==> config.mk <==
export PLATFORM = sky130hd
export DESIGN_NAME = m4inv_div
export DESIGN_NICKNAME = d
export VERILOG_FILES = /design/src/rtl/matrix4_inverse_top_macros.svh /design/src/rtl/m4inv_pkg.sv /design/src/rtl/m4inv_div.sv
export SDC_FILE = /design/constraint.sdc
export NUM_CORES = 1
export LEC_CHECK = 0
export BUFFER_PORTS_ARGS = -buffer_cell sky130_fd_sc_hd__buf_2
export CORE_MARGIN = 8
export CORE_UTILIZATION = 55
export CTS_CLUSTER_SIZE = 8
export DETAILED_ROUTE_END_ITERATION = 10
export GPL_TIMING_DRIVEN = 0
export PLACE_DENSITY = 0.72
export RECOVER_POWER = 100
export SLEW_MARGIN = 20
export SYNTH_ARGS = -nofsm -noshare
export SYNTH_HDL_FRONTEND = slang
export SYNTH_SLANG_ARGS = --single-unit
==> constraint.sdc <==
create_clock -name clk -period 27.9 [get_ports clk]
set_clock_uncertainty 0.1 [all_clocks]
set_input_delay 4.185 -clock clk [delete_from_list [all_inputs] [get_ports clk]]
set_output_delay 4.185 -clock clk [all_outputs]
set_load 0.1 [all_outputs]
==> src/rtl/matrix4_inverse_top_macros.svh <==
// assertion macros for the 4x4 matrix inverse block
// used by matrix4_inverse_top, no other dependencies
`ifndef MATRIX4_INVERSE_TOP_MACROS_SVH
`define MATRIX4_INVERSE_TOP_MACROS_SVH
`ifndef SYNTHESIS
`define M4INV_ASSERT_IMP(name, clk, rst_n, ante, cons) \
  name: assert property (@(posedge clk) disable iff (!rst_n) (ante) |-> (cons)) \
    else $error("same-cycle check failed");
`define M4INV_ASSERT_NXT(name, clk, rst_n, ante, cons) \
  name: assert property (@(posedge clk) disable iff (!rst_n) (ante) |=> (cons)) \
    else $error("next-cycle check failed");
`else
`define M4INV_ASSERT_IMP(name, clk, rst_n, ante, cons)
`define M4INV_ASSERT_NXT(name, clk, rst_n, ante, cons)
`endif
`endif

==> src/rtl/m4inv_pkg.sv <==
// shared widths, index helpers and divider result type for the 4x4 inverse
// no dependencies
package m4inv_pkg;

  localparam int DATA_W = 32;
  localparam int WIDE_W = 64;
  localparam int THR_W  = 17;
  localparam int POS_W  = 2;
  localparam int IDX_W  = 4;
  localparam logic [THR_W-1:0] THR_RESET = 17'd66;

  typedef struct packed {
    logic                     done;
    logic                     sat;
    logic signed [DATA_W-1:0] value;
  } div_res_t;

  // i-th of the three indexes left when x is removed
  function automatic logic [POS_W-1:0] skip(input logic [POS_W-1:0] i,
                                            input logic [POS_W-1:0] x);
    skip = (i >= x) ? i + 2'd1 : i;
  endfunction

  function automatic logic [IDX_W-1:0] mat_idx(input logic [POS_W-1:0] r,
                                               input logic [POS_W-1:0] c);
    mat_idx = {r, c};
  endfunction

  // row pairs of the minors over columns 0,1 in the determinant expansion
  function automatic logic [2*POS_W-1:0] det_rows_lo(input logic [2:0] t);
    case (t)
      3'd0:    det_rows_lo = {2'd0, 2'd1};
      3'd1:    det_rows_lo = {2'd0, 2'd2};
      3'd2:    det_rows_lo = {2'd0, 2'd3};
      3'd3:    det_rows_lo = {2'd1, 2'd2};
      3'd4:    det_rows_lo = {2'd1, 2'd3};
      default: det_rows_lo = {2'd2, 2'd3};
    endcase
  endfunction

  // row pairs of the minors over columns 2,3
  function automatic logic [2*POS_W-1:0] det_rows_hi(input logic [2:0] t);
    case (t)
      3'd0:    det_rows_hi = {2'd2, 2'd3};
      3'd1:    det_rows_hi = {2'd1, 2'd3};
      3'd2:    det_rows_hi = {2'd1, 2'd2};
      3'd3:    det_rows_hi = {2'd0, 2'd3};
      3'd4:    det_rows_hi = {2'd0, 2'd2};
      default: det_rows_hi = {2'd0, 2'd1};
    endcase
  endfunction

endpackage

==> src/rtl/m4inv_div.sv <==
// bit-serial signed fixed-point divider: round(num * 2^FRAC_BITS / den), saturated
// depends on m4inv_pkg
module m4inv_div #(
  parameter int FRAC_BITS = 16
) (
  input  logic                                clk,
  input  logic                                rst_n,
  input  logic                                start,
  input  logic signed [m4inv_pkg::WIDE_W-1:0] num,
  input  logic signed [m4inv_pkg::WIDE_W-1:0] den,
  output m4inv_pkg::div_res_t                 res
);

  localparam int W     = m4inv_pkg::WIDE_W;
  localparam int STEPS = W + FRAC_BITS;
  localparam int CNT_W = $clog2(STEPS);
  localparam int Q_W   = m4inv_pkg::DATA_W + 1;

  typedef enum logic [1:0] {DS_IDLE, DS_RUN, DS_FIN} dstate_t;

  dstate_t             state_r;
  logic [W-1:0]        dvd_r;
  logic [W-1:0]        rem_r;
  logic [W-1:0]        den_r;
  logic [Q_W-1:0]      q_r;
  logic                big_r;
  logic                neg_r;
  logic [CNT_W-1:0]    cnt_r;
  m4inv_pkg::div_res_t res_r;

  logic [W:0]   shifted;
  logic         fits;
  logic [W:0]   rem_dbl;
  logic [Q_W:0] q_fin;
  logic         sat_pos;
  logic         sat_neg;

  always_comb begin
    shifted = {rem_r, dvd_r[W-1]};
    fits    = shifted >= {1'b0, den_r};
    rem_dbl = {rem_r, 1'b0};
    q_fin   = {1'b0, q_r} + {{Q_W{1'b0}}, (rem_dbl >= {1'b0, den_r})};
    sat_pos = !neg_r && (big_r || q_fin > (Q_W+1)'(32'h7fff_ffff));
    sat_neg = neg_r && (big_r || q_fin > (Q_W+1)'(33'h1_0000_0000 >> 1));
  end

  always_ff @(posedge clk) begin
    if (!rst_n) begin
      state_r    <= DS_IDLE;
      res_r.done <= 1'b0;
    end else begin
      res_r.done <= 1'b0;
      unique case (state_r)
        DS_IDLE: begin
          if (start) begin
            dvd_r   <= num[W-1] ? W'(-num) : num;
            den_r   <= den[W-1] ? W'(-den) : den;
            neg_r   <= num[W-1] ^ den[W-1];
            rem_r   <= '0;
            q_r     <= '0;
            big_r   <= 1'b0;
            cnt_r   <= '0;
            state_r <= DS_RUN;
          end
        end
        DS_RUN: begin
          rem_r <= fits ? W'(shifted - {1'b0, den_r}) : shifted[W-1:0];
          dvd_r <= {dvd_r[W-2:0], 1'b0};
          q_r   <= {q_r[Q_W-2:0], fits};
          big_r <= big_r | q_r[Q_W-1];
          cnt_r <= cnt_r + 1'b1;
          if (cnt_r == CNT_W'(STEPS-1)) begin
            state_r <= DS_FIN;
          end
        end
        DS_FIN: begin
          res_r.done <= 1'b1;
          res_r.sat  <= sat_pos | sat_neg;
          if (sat_pos) begin
            res_r.value <= 32'sh7fff_ffff;
          end else if (sat_neg) begin
            res_r.value <= 32'sh8000_0000;
          end else if (neg_r) begin
            res_r.value <= -$signed(q_fin[m4inv_pkg::DATA_W-1:0]);
          end else begin
            res_r.value <= $signed(q_fin[m4inv_pkg::DATA_W-1:0]);
          end
          state_r <= DS_IDLE;
        end
        default: state_r <= DS_IDLE;
      endcase
    end
  end

  assign res = res_r;

endmodule
==> impl_metrics.json <==
{
  "status": "finished, violations left",
  "violations": "max-capacitance violations, max-slew violations",
  "synth_most_common_cell": "edfxtp_1",
  "pwr-share-clk": 0.367,
  "synth_area_mm2": 0.0192,
  "drc": 0,
  "final_core_util": 0.627,
  "antennaDiodeCount": 0,
  "port_buffers": 162,
  "nFillCells": 3044,
  "cts_buffers": 40,
  "clock-sinks": 270,
  "post_cts_buffers": 0,
  "cts_tree": "done",
  "rsz0062_at_grt": "false",
  "multiInputGateArea_mm2": 0.0102,
  "wl_per_cell_um": 18.9,
  "cap_violations": 3,
  "power_mw": 1.18,
  "final.setup.tns_ns": 0,
  "hold_viol_final": 0,
  "crit_top_cell": "or4_1",
  "clkTransAtPathRegs_ns": 0.05,
  "setup_viol": 0,
  "path_max_fanout": 6,
  "p_int_mw": 0.834,
  "clockBufferDepth": 3,
  "die_height_um": 203,
  "synth_ff_type": "edfxtp_1",
  "fin_crit_sh": 0.315,
  "wl_mm": 52.1,
  "hpwl_mm": 39.4,
  "htreeDepth": 2,
  "end_kind": "flop",
  "grt_usage": 0.247,
  "synth.area.top_cells": "edfxtp_1 (42%), xnor2_1 (5.9%), ha_1 (4.6%)",
  "grt_pass1_vias": 16200,
  "synth.top_cell.area_share": 0.417,
  "antenna_left": 0,
  "path_buf_inv": 2,
  "tightest_slew_ns": 1.60,
  "yosysWarningCount": 0,
  "rrSetupSlack_ns": 19.90,
  "worstPathCellList": "clkbuf_1 > or4_1 > nor4_1 > nand4_4 > or4_1 > or4_1 > clkbuf_1 > or3_1 > or3_1 > o31ai_1 > xnor2_1",
  "hold_buffers": 0,
  "regArea_mm2": 0.00808,
  "power.density_mw_per_mm2": 54.6,
  "swShare": 0.292,
  "die_x_um": 203,
  "period_minus_slack_ns": 8.79,
  "p_switching_mw": 0.344,
  "syn_area_per_cell_um2": 9.27,
  "via_count": 16500,
  "core_mm2": 0.0345,
  "area_growth_pct": 12.4,
  "cp_data_required_time_ns": 28.09,
  "yosys.area.top_type": "edfxtp_1",
  "grt_pass1_wl_mm": 83.3,
  "viasPerCell": 5.99,
  "critPathKind": "primary input to flop",
  "cts-root-buf": "clkbuf_16",
  "overflow": 0,
  "start_util": 0.558,
  "ys_ff_latch": 270,
  "dr.first_iter.drc_count": 1262,
  "slew_headroom": -0.0656,
  "antenna_found_initial": 1,
  "design.die.area_mm2": 0.0412,
  "start_kind": "primary input",
  "syn_inst": 2073,
  "seqPwrFrac": 0.419,
  "power.leakage_nw": 8.14,
  "pwr-share-comb": 0.214,
  "max_freq_mhz": 114,
  "ys_top_cells_by_count": "edfxtp_1 (267), nand2_1 (206), o21ai_0 (171)",
  "finalMaxSlewViolations": 59,
  "synth_nets": 2276,
  "drive_gt1_frac": 0.0851,
  "insertion_delay_ns": 0.55,
  "cts.repair.resized": 0,
  "io_pins": 165,
  "crit_slowest_cell": "nor4_1",
  "async_flop_share": 0,
  "slowest_delay_ns": 1.18,
  "worstPathArrival_ns": 8.99,
  "fin_nets": 2493,
  "firstDrtPassIters": 6,
  "crit_family": "simple AND/OR/NAND/NOR gates",
  "synth-seq-area-share": 0.420,
  "hp-class": "flop to flop",
  "gp_congestion": 0.917,
  "synth-edff-count": 267,
  "grt_max_degree": 34,
  "vdd_drop_max_mv": 0.0491,
  "synth_cell_types": 83,
  "core.rowCount": 68
}
cell families after synthesis:
| kind of cell | count (synthesis) | synth area share |
|---|---|---|
| and+or+nand+nor | 698 | 0.184 |
| AOI/OAI and AO/OA | 542 | 0.178 |
| adders and majority gates | 72 | 0.0473 |
| buffers and inverters | 220 | 0.0435 |
| muxes | 51 | 0.0266 |
| xor gates and xnor gates | 220 | 0.100 |
| DFF | 270 | 0.420 |
cell usage in the layout, fill, tap and decap left out, drive strengths merged, types with 47 or more instances in the layout:
cell type	Yosys	routed
nand3	47	47
a21o	48	48
ha	71	71
nor2	168	168
xnor2	130	130
nand2	206	206
buf	20	134
xor2	90	90
edfxtp	267	267
mux2i	50	50
o21ai	175	175
clkbuf	103	216
inv	96	97
a21oi	121	121
worst reg2reg max path: cells and delay by family (launching register included):
family                   cells  cell delay [ns]
AND/OR/NAND/NOR              9             4.11
AO/OA/AOI/OAI                5             1.87
adder cells (fa/ha/maj)      2             0.62
buffers and inverters        2             0.72
flip-flops                   1             0.41
final cells by class:
type / instances / area share
well taps: 455 / 0.0264
clock buffers: 52 / 0.0484
repair buffers: 175 / 0.0376
plain buffers: 123 / 0.0216
clock inverters: 4 / 0.00168
multi-input cells: 1583 / 0.473
inverters: 97 / 0.0169
flip-flops and latches: 270 / 0.374
sequential cells by signal, indices dropped and copies added, names as in the netlist:
register / count
cnt_r: 7
res: 34
neg_r: 1
state_r: 2
big_r: 1
rem_r: 64
den_r: 64
dvd_r: 64
q_r: 33
worst paths after layout:
kind,end,cells past startpoint,from
max,den_r[57],11,den[5]
min,dvd_r[34],2,dvd_r[33]
max reg2reg,res[22],18,rem_r[57]
min reg2reg,dvd_r[34],2,dvd_r[33]
power groups by stage:
stage / combinational (mW) / clock (mW) / sequential, mW
after CTS: 0.255 / 0.440 / 0.493
after detailed placement: 0.253 / 0 / 0.500
after global placement: 0.243 / 0 / 0.506
after floorplan: 0.178 / 0 / 0.501
after global routing: 0.280 / 0.457 / 0.496
final: 0.252 / 0.433 / 0.494
per-layer routing:
layer | part of all wire | wire, um | global-route usage
met1 | 0.46 | 23700 | 0.340
met2 | 0.45 | 23300 | 0.385
met5 | 0.00021 | 11 | 0
met4 | 0.027 | 1420 | 0.0829
met3 | 0.069 | 3590 | 0.0502
metrics by stage:
| stage | instance area (um^2) | setup slack [ns] | hold WS, ns | cells |
|---|---|---|---|---|
| after detailed placement | 20800 | 19.35 | 0.412 | 2703 |
| after floorplan | 19200 | 15.78 | 0.396 | 2073 |
| after global placement | 20600 | 12.40 | 0.406 | 2690 |
| final | 21600 | 19.11 | 0.422 | 2759 |
| after global routing | 21600 | 18.92 | 0.443 | 2759 |
| after CTS | 21900 | 19.94 | 0.425 | 2759 |
Power figures use the tool's default switching activity.
